File: config.mk
export PLATFORM = sky130hd
export DESIGN_NAME = simplest_dyadic_between_flat
export DESIGN_NICKNAME = d
export VERILOG_FILES = /design/src/sdb_pkg.sv /design/src/sdb_if.sv /design/src/sdb_dp.sv /design/src/sdb_ctrl.sv /design/src/simplest_dyadic_between.sv /design/src/flat_wrapper.sv
export SDC_FILE = /design/constraint.sdc
export NUM_CORES = 1
export LEC_CHECK = 0
export BUFFER_PORTS_ARGS = -buffer_cell sky130_fd_sc_hd__clkbuf_2
export CORE_MARGIN = 4
export CORE_UTILIZATION = 50
export CTS_BUF_LIST = sky130_fd_sc_hd__clkbuf_16
export CTS_CLUSTER_DIAMETER = 150
export DETAILED_ROUTE_END_ITERATION = 16
export PLACE_DENSITY = 0.7
export SYNTH_ARGS = -nofsm -noshare
export SYNTH_HDL_FRONTEND = slang
export SYNTH_SLANG_ARGS = --single-unit
File: constraint.sdc
create_clock -name clock -period 7.7 [get_ports clock]
set_clock_uncertainty 0.05 [all_clocks]
set_input_delay 1.54 -clock clock [delete_from_list [all_inputs] [get_ports clock]]
set_output_delay 1.54 -clock clock [all_outputs]
set_load 0.01 [all_outputs]
File: src/sdb_pkg.sv
// shared types and constants for the simplest dyadic between block
`timescale 1ns / 1ps

package sdb_pkg;

   localparam int NUM_W_DEF   = 32;
   localparam int MAX_EXP_DEF = 31;
   localparam int IN_NUM_W    = 32;
   localparam int EXP_W       = 5;
   localparam int RES_NUM_W   = 64;
   localparam int ALIGN_EXP   = 31;
   localparam int WIDE_W      = 64;

   typedef enum logic [1:0] {
      ST_IDLE,
      ST_CLASSIFY,
      ST_SEARCH,
      ST_REDUCE
   } sdb_state_type;

   typedef enum logic [1:0] {
      RES_NONE,
      RES_ZERO,
      RES_EQ,
      RES_SEARCH
   } sdb_res_type;

   typedef struct packed {
      logic        load;
      logic        reduce_init;
      logic        reduce_step;
      logic        setup;
      logic        search_step;
      logic        load_out;
      sdb_res_type res_sel;
   } sdb_cmd_type;

   typedef struct packed {
      logic a_gt_b;
      logic a_eq_b;
      logic straddle;
      logic reduce_done;
      logic hit;
      logic search_last;
      logic out_free;
   } sdb_status_type;

endpackage

File: src/sdb_if.sv
// request and response channel interfaces
`timescale 1ns / 1ps

interface sdb_req_if import sdb_pkg::*; ();
   logic                       valid;
   logic                       ready;
   logic signed [IN_NUM_W-1:0] left_num;
   logic        [EXP_W-1:0]    left_exp;
   logic signed [IN_NUM_W-1:0] right_num;
   logic        [EXP_W-1:0]    right_exp;

   modport source (output valid, left_num, left_exp, right_num, right_exp, input ready);
   modport sink (input valid, left_num, left_exp, right_num, right_exp, output ready);
endinterface

interface sdb_rsp_if import sdb_pkg::*; ();
   logic                        valid;
   logic                        ready;
   logic                        found;
   logic signed [RES_NUM_W-1:0] result_num;
   logic        [EXP_W-1:0]     result_exp;

   modport source (output valid, found, result_num, result_exp, input ready);
   modport sink (input valid, found, result_num, result_exp, output ready);
endinterface

File: src/sdb_dp.sv
// datapath: bound alignment, classification, bit-serial search, reduction, output word
`timescale 1ns / 1ps

module sdb_dp import sdb_pkg::*; #(
   parameter int NUM_WIDTH = NUM_W_DEF,
   parameter int MAX_EXP   = MAX_EXP_DEF
) (
   input  logic                        clock,
   input  logic                        reset,
   input  sdb_cmd_type                 cmd,
   output sdb_status_type              status,
   input  logic signed [IN_NUM_W-1:0]  left_num,
   input  logic        [EXP_W-1:0]     left_exp,
   input  logic signed [IN_NUM_W-1:0]  right_num,
   input  logic        [EXP_W-1:0]     right_exp,
   output logic                        out_valid,
   input  logic                        out_ready,
   output logic                        out_found,
   output logic signed [RES_NUM_W-1:0] out_num,
   output logic        [EXP_W-1:0]     out_exp
);

   logic signed [NUM_WIDTH-1:0] ln_trunc;
   logic signed [NUM_WIDTH-1:0] rn_trunc;
   logic signed [WIDE_W-1:0]    ln_wide;
   logic signed [WIDE_W-1:0]    rn_wide;

   logic signed [WIDE_W-1:0]    a_ff, a_in;
   logic signed [WIDE_W-1:0]    b_ff, b_in;
   logic signed [NUM_WIDTH-1:0] ln_ff, ln_in;
   logic        [EXP_W-1:0]     le_ff, le_in;

   logic signed [NUM_WIDTH-1:0] red_num_ff, red_num_in;
   logic        [EXP_W-1:0]     red_exp_ff, red_exp_in;

   logic                        neg_ff, neg_in;
   logic        [WIDE_W-1:0]    qlo_ff, qlo_in;
   logic        [WIDE_W-1:0]    qhi_ff, qhi_in;
   logic        [ALIGN_EXP-1:0] frac_lo_ff, frac_lo_in;
   logic        [ALIGN_EXP-1:0] frac_hi_ff, frac_hi_in;
   logic        [EXP_W-1:0]     cnt_ff, cnt_in;

   logic        [WIDE_W-1:0]    lo_setup;
   logic        [WIDE_W-1:0]    hm1_setup;

   logic                        out_valid_ff, out_valid_in;
   logic                        out_found_ff, out_found_in;
   logic signed [RES_NUM_W-1:0] out_num_ff, out_num_in;
   logic        [EXP_W-1:0]     out_exp_ff, out_exp_in;

   // sign extension from the configured numerator width
   assign ln_trunc = left_num[NUM_WIDTH-1:0];
   assign rn_trunc = right_num[NUM_WIDTH-1:0];
   assign ln_wide  = {{(WIDE_W-NUM_WIDTH){ln_trunc[NUM_WIDTH-1]}}, ln_trunc};
   assign rn_wide  = {{(WIDE_W-NUM_WIDTH){rn_trunc[NUM_WIDTH-1]}}, rn_trunc};

   // lo below hi, both non-negative after mirroring a negative pair
   assign lo_setup  = a_ff[WIDE_W-1] ? WIDE_W'(-b_ff) : WIDE_W'(a_ff);
   assign hm1_setup = a_ff[WIDE_W-1] ? WIDE_W'(~a_ff) : WIDE_W'(b_ff - WIDE_W'(1));

   always_comb begin
      a_in       = a_ff;
      b_in       = b_ff;
      ln_in      = ln_ff;
      le_in      = le_ff;
      red_num_in = red_num_ff;
      red_exp_in = red_exp_ff;
      neg_in     = neg_ff;
      qlo_in     = qlo_ff;
      qhi_in     = qhi_ff;
      frac_lo_in = frac_lo_ff;
      frac_hi_in = frac_hi_ff;
      cnt_in     = cnt_ff;
      if (cmd.load) begin
         a_in  = ln_wide <<< (EXP_W'(ALIGN_EXP) - left_exp);
         b_in  = rn_wide <<< (EXP_W'(ALIGN_EXP) - right_exp);
         ln_in = ln_trunc;
         le_in = left_exp;
      end
      if (cmd.reduce_init) begin
         red_num_in = ln_ff;
         red_exp_in = (ln_ff == '0) ? '0 : le_ff;
      end
      if (cmd.reduce_step) begin
         red_num_in = red_num_ff >>> 1;
         red_exp_in = red_exp_ff - EXP_W'(1);
      end
      if (cmd.setup) begin
         neg_in     = a_ff[WIDE_W-1];
         qlo_in     = lo_setup >> ALIGN_EXP;
         qhi_in     = hm1_setup >> ALIGN_EXP;
         frac_lo_in = lo_setup[ALIGN_EXP-1:0];
         frac_hi_in = hm1_setup[ALIGN_EXP-1:0];
         cnt_in     = '0;
      end
      if (cmd.search_step) begin
         qlo_in     = {qlo_ff[WIDE_W-2:0], frac_lo_ff[ALIGN_EXP-1]};
         qhi_in     = {qhi_ff[WIDE_W-2:0], frac_hi_ff[ALIGN_EXP-1]};
         frac_lo_in = frac_lo_ff << 1;
         frac_hi_in = frac_hi_ff << 1;
         cnt_in     = cnt_ff + EXP_W'(1);
      end
   end

   always_comb begin
      out_found_in = out_found_ff;
      out_num_in   = out_num_ff;
      out_exp_in   = out_exp_ff;
      if (cmd.load_out) begin
         case (cmd.res_sel)
            RES_ZERO: begin
               out_found_in = 1'b1;
               out_num_in   = '0;
               out_exp_in   = '0;
            end
            RES_EQ: begin
               out_found_in = 1'b1;
               out_num_in   = {{(RES_NUM_W-NUM_WIDTH){red_num_ff[NUM_WIDTH-1]}}, red_num_ff};
               out_exp_in   = red_exp_ff;
            end
            RES_SEARCH: begin
               out_found_in = 1'b1;
               // mirrored pair gives -(q + 1), which is ~q
               out_num_in   = neg_ff ? RES_NUM_W'(~qlo_ff) : RES_NUM_W'(qlo_ff + WIDE_W'(1));
               out_exp_in   = cnt_ff;
            end
            default: begin
               out_found_in = 1'b0;
               out_num_in   = '0;
               out_exp_in   = '0;
            end
         endcase
      end
   end

   always_comb begin
      out_valid_in = out_valid_ff;
      if (cmd.load_out) begin
         out_valid_in = 1'b1;
      end else if (out_ready) begin
         out_valid_in = 1'b0;
      end
   end

   always_ff @(posedge clock) begin
      if (reset) begin
         out_valid_ff <= 1'b0;
      end else begin
         out_valid_ff <= out_valid_in;
      end
   end

   always_ff @(posedge clock) begin
      a_ff       <= a_in;
      b_ff       <= b_in;
      ln_ff      <= ln_in;
      le_ff      <= le_in;
      red_num_ff <= red_num_in;
      red_exp_ff <= red_exp_in;
      neg_ff     <= neg_in;
      qlo_ff     <= qlo_in;
      qhi_ff     <= qhi_in;
      frac_lo_ff <= frac_lo_in;
      frac_hi_ff <= frac_hi_in;
      cnt_ff     <= cnt_in;
      out_found_ff <= out_found_in;
      out_num_ff   <= out_num_in;
      out_exp_ff   <= out_exp_in;
   end

   assign status.a_gt_b      = a_ff > b_ff;
   assign status.a_eq_b      = a_ff == b_ff;
   assign status.straddle    = a_ff[WIDE_W-1] && !b_ff[WIDE_W-1] && (b_ff != '0);
   assign status.reduce_done = (red_exp_ff == '0) || red_num_ff[0];
   assign status.hit         = qlo_ff < qhi_ff;
   assign status.search_last = cnt_ff == EXP_W'(MAX_EXP);
   assign status.out_free    = !out_valid_ff || out_ready;

   assign out_valid = out_valid_ff;
   assign out_found = out_found_ff;
   assign out_num   = out_num_ff;
   assign out_exp   = out_exp_ff;

   a_load_sets_valid: assert property (@(posedge clock) disable iff (reset)
      cmd.load_out |=> out_valid_ff)
      else $error("output word not marked valid after load");

   a_empty_word_zero: assert property (@(posedge clock) disable iff (reset)
      (out_valid_ff && !out_found_ff) |-> (out_num_ff == '0 && out_exp_ff == '0))
      else $error("word without a number carries nonzero fields");

   a_stalled_word_held: assert property (@(posedge clock) disable iff (reset)
      (out_valid_ff && !out_ready) |=> (out_valid_ff && $stable(out_found_ff) &&
                                        $stable(out_num_ff) && $stable(out_exp_ff)))
      else $error("stalled output word changed");

endmodule

File: src/sdb_ctrl.sv
// controller state machine sequencing classify, search and reduction
`timescale 1ns / 1ps

module sdb_ctrl import sdb_pkg::*; (
   input  logic           clock,
   input  logic           reset,
   input  logic           in_valid,
   output logic           in_ready,
   input  sdb_status_type status,
   output sdb_cmd_type    cmd
);

   sdb_state_type state_ff, state_in;

   always_comb begin
      state_in = state_ff;
      case (state_ff)
         ST_IDLE: begin
            if (in_valid) begin
               state_in = ST_CLASSIFY;
            end
         end
         ST_CLASSIFY: begin
            if (status.a_gt_b || (!status.a_eq_b && status.straddle)) begin
               if (status.out_free) begin
                  state_in = ST_IDLE;
               end
            end else if (status.a_eq_b) begin
               state_in = ST_REDUCE;
            end else begin
               state_in = ST_SEARCH;
            end
         end
         ST_REDUCE: begin
            if (status.reduce_done && status.out_free) begin
               state_in = ST_IDLE;
            end
         end
         ST_SEARCH: begin
            if ((status.hit || status.search_last) && status.out_free) begin
               state_in = ST_IDLE;
            end
         end
         default: begin
            state_in = ST_IDLE;
         end
      endcase
   end

   always_comb begin
      cmd      = '0;
      in_ready = 1'b0;
      case (state_ff)
         ST_IDLE: begin
            in_ready = 1'b1;
            cmd.load = in_valid;
         end
         ST_CLASSIFY: begin
            if (status.a_gt_b) begin
               cmd.res_sel  = RES_NONE;
               cmd.load_out = status.out_free;
            end else if (status.a_eq_b) begin
               cmd.reduce_init = 1'b1;
            end else if (status.straddle) begin
               cmd.res_sel  = RES_ZERO;
               cmd.load_out = status.out_free;
            end else begin
               cmd.setup = 1'b1;
            end
         end
         ST_REDUCE: begin
            if (status.reduce_done) begin
               cmd.res_sel  = RES_EQ;
               cmd.load_out = status.out_free;
            end else begin
               cmd.reduce_step = 1'b1;
            end
         end
         ST_SEARCH: begin
            if (status.hit) begin
               cmd.res_sel  = RES_SEARCH;
               cmd.load_out = status.out_free;
            end else if (status.search_last) begin
               cmd.res_sel  = RES_NONE;
               cmd.load_out = status.out_free;
            end else begin
               cmd.search_step = 1'b1;
            end
         end
         default: begin
            cmd = '0;
         end
      endcase
   end

   always_ff @(posedge clock) begin
      if (reset) begin
         state_ff <= ST_IDLE;
      end else begin
         state_ff <= state_in;
      end
   end

   a_accept_to_classify: assert property (@(posedge clock) disable iff (reset)
      (in_valid && in_ready) |=> state_ff == ST_CLASSIFY)
      else $error("accepted word did not start classification");

   a_load_only_when_free: assert property (@(posedge clock) disable iff (reset)
      cmd.load_out |-> status.out_free)
      else $error("output register overwritten while occupied");

   a_step_stays_in_search: assert property (@(posedge clock) disable iff (reset)
      cmd.search_step |=> state_ff == ST_SEARCH)
      else $error("search left early");

endmodule

File: src/simplest_dyadic_between.sv
// Simplest dyadic rational between two dyadic bounds. Each request word carries
// left = left_num / 2^left_exp and right = right_num / 2^right_exp; the response
// word gives found and the simplest number between them in lowest terms. A word
// is answered straight from classification when left > right or the bounds
// straddle zero; for equal bounds k trailing zero bits are stripped, one per
// cycle, at most 31, and otherwise the search stops at the result exponent e;
// when no number fits the search runs to its end at MAX_EXP. The search finds
// one more binary digit of both bounds per cycle.
// The next request word is taken as soon as the current result sits in the
// output register; a stalled response holds the block only once the next
// result is ready.
`timescale 1ns / 1ps

module simplest_dyadic_between import sdb_pkg::*; #(
   parameter int NUM_WIDTH = NUM_W_DEF,
   parameter int MAX_EXP   = MAX_EXP_DEF
) (
   input  logic         clock,
   input  logic         reset,
   sdb_req_if.sink      req_ch,
   sdb_rsp_if.source    rsp_ch
);

   sdb_cmd_type    cmd;
   sdb_status_type status;

   sdb_ctrl u_ctrl (
      .clock    (clock),
      .reset    (reset),
      .in_valid (req_ch.valid),
      .in_ready (req_ch.ready),
      .status   (status),
      .cmd      (cmd)
   );

   sdb_dp #(
      .NUM_WIDTH (NUM_WIDTH),
      .MAX_EXP   (MAX_EXP)
   ) u_dp (
      .clock     (clock),
      .reset     (reset),
      .cmd       (cmd),
      .status    (status),
      .left_num  (req_ch.left_num),
      .left_exp  (req_ch.left_exp),
      .right_num (req_ch.right_num),
      .right_exp (req_ch.right_exp),
      .out_valid (rsp_ch.valid),
      .out_ready (rsp_ch.ready),
      .out_found (rsp_ch.found),
      .out_num   (rsp_ch.result_num),
      .out_exp   (rsp_ch.result_exp)
   );

endmodule
File: src/flat_wrapper.sv
// flat-port wrapper written by rule: the top's interface ports become plain ports
module simplest_dyadic_between_flat import sdb_pkg::*;
#(
   parameter int NUM_WIDTH = NUM_W_DEF,
   parameter int MAX_EXP   = MAX_EXP_DEF
)
  (clock, reset, req_ch_valid, req_ch_left_num, req_ch_left_exp, req_ch_right_num, req_ch_right_exp, req_ch_ready, rsp_ch_valid, rsp_ch_found, rsp_ch_result_num, rsp_ch_result_exp, rsp_ch_ready);
  sdb_req_if req_ch_i ();
  sdb_rsp_if rsp_ch_i ();
  input  logic clock;
  input  logic reset;
  input wire logic [$bits(req_ch_i.valid)-1:0] req_ch_valid;
  input wire logic [$bits(req_ch_i.left_num)-1:0] req_ch_left_num;
  input wire logic [$bits(req_ch_i.left_exp)-1:0] req_ch_left_exp;
  input wire logic [$bits(req_ch_i.right_num)-1:0] req_ch_right_num;
  input wire logic [$bits(req_ch_i.right_exp)-1:0] req_ch_right_exp;
  output wire logic [$bits(req_ch_i.ready)-1:0] req_ch_ready;
  output wire logic [$bits(rsp_ch_i.valid)-1:0] rsp_ch_valid;
  output wire logic [$bits(rsp_ch_i.found)-1:0] rsp_ch_found;
  output wire logic [$bits(rsp_ch_i.result_num)-1:0] rsp_ch_result_num;
  output wire logic [$bits(rsp_ch_i.result_exp)-1:0] rsp_ch_result_exp;
  input wire logic [$bits(rsp_ch_i.ready)-1:0] rsp_ch_ready;
  assign req_ch_i.valid = req_ch_valid;
  assign req_ch_i.left_num = req_ch_left_num;
  assign req_ch_i.left_exp = req_ch_left_exp;
  assign req_ch_i.right_num = req_ch_right_num;
  assign req_ch_i.right_exp = req_ch_right_exp;
  assign req_ch_ready = req_ch_i.ready;
  assign rsp_ch_valid = rsp_ch_i.valid;
  assign rsp_ch_found = rsp_ch_i.found;
  assign rsp_ch_result_num = rsp_ch_i.result_num;
  assign rsp_ch_result_exp = rsp_ch_i.result_exp;
  assign rsp_ch_i.ready = rsp_ch_ready;
  simplest_dyadic_between #(.NUM_WIDTH(NUM_WIDTH), .MAX_EXP(MAX_EXP)) u_core (.clock(clock), .reset(reset), .req_ch(req_ch_i), .rsp_ch(rsp_ch_i));
endmodule
* Yosys cells after proc, flatten, opt, wreduce, memory -nomap -nowiden
Index checks and enable logic that the tools add are counted.
** Word-level totals
- Register bits after elaboration :: 471
- Bits of input ports :: 78
- Output and inout bits :: 72
- Logic and storage cells :: 119
** Operators by class
- Add/sub/neg operators :: 7
- Magnitude comparators :: 2
- Eq/ne operators :: 12
- Shifts and indexed selects :: 2
- Mux-type cells :: 51
- Bitwise gates (word level) :: 3
- Reductions and logical operators :: 22
** Operator list (count)
- 2-to-1 mux 64 bit :: 7
- 2-to-1 mux 31 bit :: 6
- inverter 64 bit :: 2
- one-hot mux 64 bit (2 select lines) :: 1
- <<< shifter 32 x 5 -> 64 bit :: 2
- adder 64 x 1 -> 64 bit (second input constant) :: 1
- equality test 64 bit :: 1
- > comparator 64 bit :: 1
- less-than comparator 64 bit :: 1
- negation 64 bit :: 1
- nonzero test 64 bit :: 1
- subtractor 64 x 2 -> 64 bit (second input constant) :: 1
- logical NOT 32 bit :: 1
- 2-to-1 mux 5 bit :: 5
- 2-to-1 mux 1 bit :: 18
- 2-to-1 mux 3 bit :: 6
- 2-to-1 mux 2 bit :: 5
- one-hot mux 5 bit (2 select lines) :: 1
- subtractor 5 bit (first input constant) :: 2
- one-hot mux 3 bit (3 select lines) :: 1
- equality test 2 bit (second input constant) :: 4
- one-hot mux 2 bit (4 select lines) :: 1
- inequality test 2 bit (second input constant) :: 3
- nonzero test 2 bit :: 3
- 14 further kinds :: 24

* Depth between registers and ports, before layout
- Word-level depth :: 10
- Gate-level depth with buffers :: 13

* By module
A second synthesis with hierarchy kept.
** Unflattened totals
- Cells, all modules :: 2576
- Area, all modules :: 28142.0 um2
** Modules (own cells, without submodules)
- sdb_dp :: instances 1, cells an instance 2545, area an instance 27900.5 um2, sequential area each 13963.4 um2
- sdb_ctrl :: instances 1, cells an instance 31, area an instance 241.5 um2, sequential area each 40.0 um2

* Least setup slack after synthesis
Ideal clock, no wire load.
- Path kind :: reg2reg
- Start :: register u_core.u_dp.b_ff[49]
- End :: register u_core.u_dp.cnt_ff[0], enable pin
- Data arrival time :: 7.028 ns
- Data required time :: 7.088 ns
- Setup slack :: 0.060 ns
- Cell stages (with the launch flop) :: 12
- Path buffers :: 2
- Cells stage by stage :: edfxtp_1 -> or4_4 -> or3_4 -> or2_4 -> or4_1 -> o21a_1 -> nor2b_1 -> mux2_4 -> nand2b_4 -> buf_6 -> buf_8 -> nand2_1
** On the way
- Cells in the longest elaborated chain, start to end :: 7
** RTL lines
- start: declaration :: RTL line sdb_dp.sv:29 : logic signed [WIDE_W-1:0] b_ff, b_in;
- start signal: assignment :: RTL line sdb_dp.sv:155 : b_ff <= b_in;
- parallel branches: the longest is 4 deep, another holds > comparator 64 bit
- 2-to-1 mux 1 bit (*) :: RTL line sdb_ctrl.sv:59 : if (status.a_gt_b) begin
- 2-to-1 mux 1 bit (*) :: RTL line sdb_ctrl.sv:53 : case (state_ff)
- nonzero test 2 bit (no source line) (*)
- end signal: assignment :: RTL line sdb_dp.sv:165 : cnt_ff <= cnt_in;
- end: declaration :: RTL line sdb_dp.sv:41 : logic [EXP_W-1:0] cnt_ff, cnt_in;
Every way passes the cells marked *.
A chain may end at the register's enable or synchronous reset.

* Worst setup path after layout
- Start :: register u_core.u_dp.b_ff[0]
- End :: register u_core.u_dp.frac_hi_ff[17], enable pin
** On the way
- Cells in the longest elaborated chain, start to end :: 7
** RTL lines
- parallel branches: the longest is 4 deep, another holds > comparator 64 bit
- 2-to-1 mux 1 bit (*) :: RTL line sdb_ctrl.sv:59
- 2-to-1 mux 1 bit (*) :: RTL line sdb_ctrl.sv:53
- nonzero test 2 bit (no source line) (*)
- end signal: assignment :: RTL line sdb_dp.sv:164 : frac_hi_ff <= frac_hi_in;
- end: declaration :: RTL line sdb_dp.sv:40 : logic [ALIGN_EXP-1:0] frac_hi_ff, frac_hi_in;
Marked as above.

==> results.json <==
{
  "outcome": "finished clean",
  "path_cells": "inv_1, ha_1, nor3b_1, nand3_1, or3_1, o21a_1, nor2b_1, mux2_4, nand2b_4, nand2_4, buf_4",
  "fin_crit_ns": 5.121,
  "antenna_found_initial": 0,
  "overflow": 0,
  "grt_pass1_vias": 20112,
  "seq_area_frac_synth_pct": 50.02,
  "cts_buffers": 50,
  "max-vdd-ir-drop_mv": 0.1687,
  "dp_cells": 3469,
  "post_cts_resized": 0,
  "power_density_nw_per_um2": 233.0,
  "routedWlPerCell_um": 21.65,
  "synth-seq-cells": 468,
  "core_area_sq_um": 55310,
  "vias": 21202,
  "critPathSlowestCell": "buf_4",
  "initial_core_util_pct": 50.62,
  "clockBufferDepth": 3,
  "drc_errors": 0,
  "crit_path_end_kind": "flip-flop",
  "nNetsFinal": 2983,
  "synth_fp_nets": 2904,
  "timing.fmax_mhz": 195.3,
  "dr.first_iter.drc_count": 2205,
  "drt_pre_antenna_iters": 5,
  "grt_first_pass_wirelength_um": 117100,
  "instances_no_fill": 3563,
  "criticalPathCategory": "reg -> reg",
  "async_flop_share_pct": 0,
  "ys_types": 67,
  "drtAntennaViolNets": 0,
  "nFillCells": 4814,
  "ios": 150,
  "syn_inst": 2694,
  "cts_num_sinks": 468,
  "yosysWarnings": 0,
  "root_buffer": "clkbuf_16",
  "rsz0062_at_grt": "no",
  "hold_path_class": "reg -> reg",
  "grt_max_degree": 108,
  "post-cts-setup-buffers": 0,
  "seqCellArea_sq_um": 14000,
  "drive_gt1_share_pct": 13.78,
  "dp_hpwl_um": 58590,
  "relSlewSlack_pct": 15.92,
  "track_usage_pct": 25.09,
  "ys.flop_type": "edfxtp_1",
  "maxCapViolCount": 0,
  "die_h_um": 244.6,
  "synth_largest_area_cell": "edfxtp_1",
  "routed_wl_um": 77130,
  "clkLatencyLatePin_ns": 0.63,
  "rows": 86,
  "worstSetupStartpointType": "flip-flop",
  "htree_levels": 2,
  "fin_crit_sh_pct": 66.51,
  "yosysMostFrequentCell": "edfxtp_1",
  "worst_pin_slew_ns": 1.260,
  "p_leak_nw": 12.34,
  "critPathMaxFanout": 65,
  "holdBufCountCts": 0,
  "post-synth-top-area-fraction_pct": 49.66,
  "fin_util_pct": 55.86,
  "dpl-instance-area_sq_um": 29250,
  "cts.clk_slew.worst_paths_ns": 0.06,
  "multi_input_area_sq_um": 12820,
  "synth_edf_count": 463,
  "setup_slack_ns": 2.579,
  "fin_area_sq_um": 30900,
  "critPathRequiredTime_ns": 7.88,
  "hold_viol_final": 0,
  "synth.avg_cell_area_sq_um": 10.39,
  "netlist_area_sq_um": 28000,
  "insertedDiodeCount": 0,
  "whs_path_depth": 2,
  "port_buffers": 149,
  "gp_routability_congestion": 1.039,
  "synthTopCellsByArea": "edfxtp_1 50%, mux2i_1 7.6%, ha_1 5.9%",
  "rr_worst_depth": 11,
  "cts_tree": "yes",
  "areaGrowthSynthToFinish_pct": 10.35,
  "dp_slack_ns": 2.520,
  "viasPerCell": 5.951,
  "synth_common_cells": "463 x edfxtp_1, 416 x nand2_1, 212 x mux2i_1, 212 x o21ai_0, 171 x nor2_1",
  "setup_viol": 0,
  "fin_setup_tns_ns": 0,
  "crit_arrival_ns": 5.30,
  "die_w_um": 244.6,
  "fp.dieArea_sq_um": 59850,
  "max_stage_delay_ns": 0.68,
  "slew_viol_final": 0
}
==> registers in the layout, indices dropped and copies added (netlist names) <==
name,flops
u_core.u_dp.b_ff,63
u_core.u_dp.qhi_ff,64
u_core.u_dp.cnt_ff,5
u_core.u_dp.out_valid,1
u_core.u_dp.red_exp_ff,5
u_core.u_dp.ln_ff,31
u_core.u_dp.red_num_ff,32
u_core.u_dp.le_ff,5
u_core.u_dp.a_ff,63
u_core.u_dp.qlo_ff,64
u_core.u_dp.out_exp,5
u_core.u_ctrl.state_ff,2
u_core.u_dp.neg_ff,1
u_core.u_dp.frac_lo_ff,31
u_core.u_dp.out_found,1
u_core.u_dp.out_num,64
u_core.u_dp.frac_hi_ff,31
==> final cells by class <==
type | instances | share of cell area, %
well taps | 748 | 3.029
inverters | 157 | 1.907
multi-input cells | 1928 | 41.50
clock inverters | 44 | 1.272
flip-flops and latches | 468 | 45.32
repair buffers | 168 | 2.916
clock buffers | 50 | 4.050
==> worst max-delay path: cells and delay by family (launching register included) <==
family,cells,cell delay [ns]
adders and majority gates,1,0.18
AOI/OAI and AO/OA,1,0.31
DFF,1,0.46
buffers and inverters,2,0.79
muxes,1,0.19
and+or+nand+nor,6,2.70
==> routing by layer <==
layer	global-route usage, %	vias to the layer above	wire length, um
met5	0	-	0
met4	9.649	0	3254
met3	3.823	161	6270
met2	40.08	912	35090
met1	34.78	10182	32510
li1	-	9947	-
==> layout by cell type (no fill, tap or decap), types with 42 or more instances in the layout <==
master / n
mux2_2: 72
mux2i_1: 212
nor2_1: 169
edfxtp_1: 463
nand3_1: 42
xnor2_1: 64
o21ai_2: 47
clkbuf_2: 149
a21oi_1: 141
clkbuf_16: 50
and2_1: 46
xor2_1: 61
o21ai_0: 212
ha_1: 132
inv_1: 161
nand2_1: 415
==> cells by family (layout without fill, tap and decap cells) <==
| logic type | Yosys count | after routing | synth area share [%] |
|---|---|---|---|
| compound gates | 542 | 542 | 11.64 |
| xor+xnor | 125 | 125 | 3.910 |
| flops | 468 | 468 | 50.02 |
| simple gates | 844 | 844 | 13.71 |
| buf+inv | 298 | 419 | 4.295 |
| mux | 285 | 285 | 10.53 |
| fa+ha+maj | 132 | 132 | 5.899 |
==> per-stage QoR <==
step                hold WS, ns  power (mW)
floorplan                0.4108       4.357
global route             0.4928       7.507
CTS                      0.4478       7.220
finish                   0.4481       7.200
detailed placement       0.4405       4.817
global placement         0.4147       4.765
==> where the power goes <==
part,leakage (nW),switching (mW),internal (mW)
logic,7.09,0.893,0.493
clock network,0.827,1.04,1.37
registers,4.42,0.232,3.18
total,12.3,2.17,5.03
==> path summary, 6_finish.rpt <==
path | startpoint | slack (ns) | end
worst max-delay path | u_core.u_dp.b_ff[0] | 2.58 | u_core.u_dp.frac_hi_ff[17]
worst min-delay path | u_core.u_dp.out_valid | 0.45 | u_core.u_dp.out_valid
worst max register to register | u_core.u_dp.b_ff[0] | 2.58 | u_core.u_dp.frac_hi_ff[17]
worst min register to register | u_core.u_dp.out_valid | 0.45 | u_core.u_dp.out_valid
Note: power is estimated with default switching activity, not from simulation.
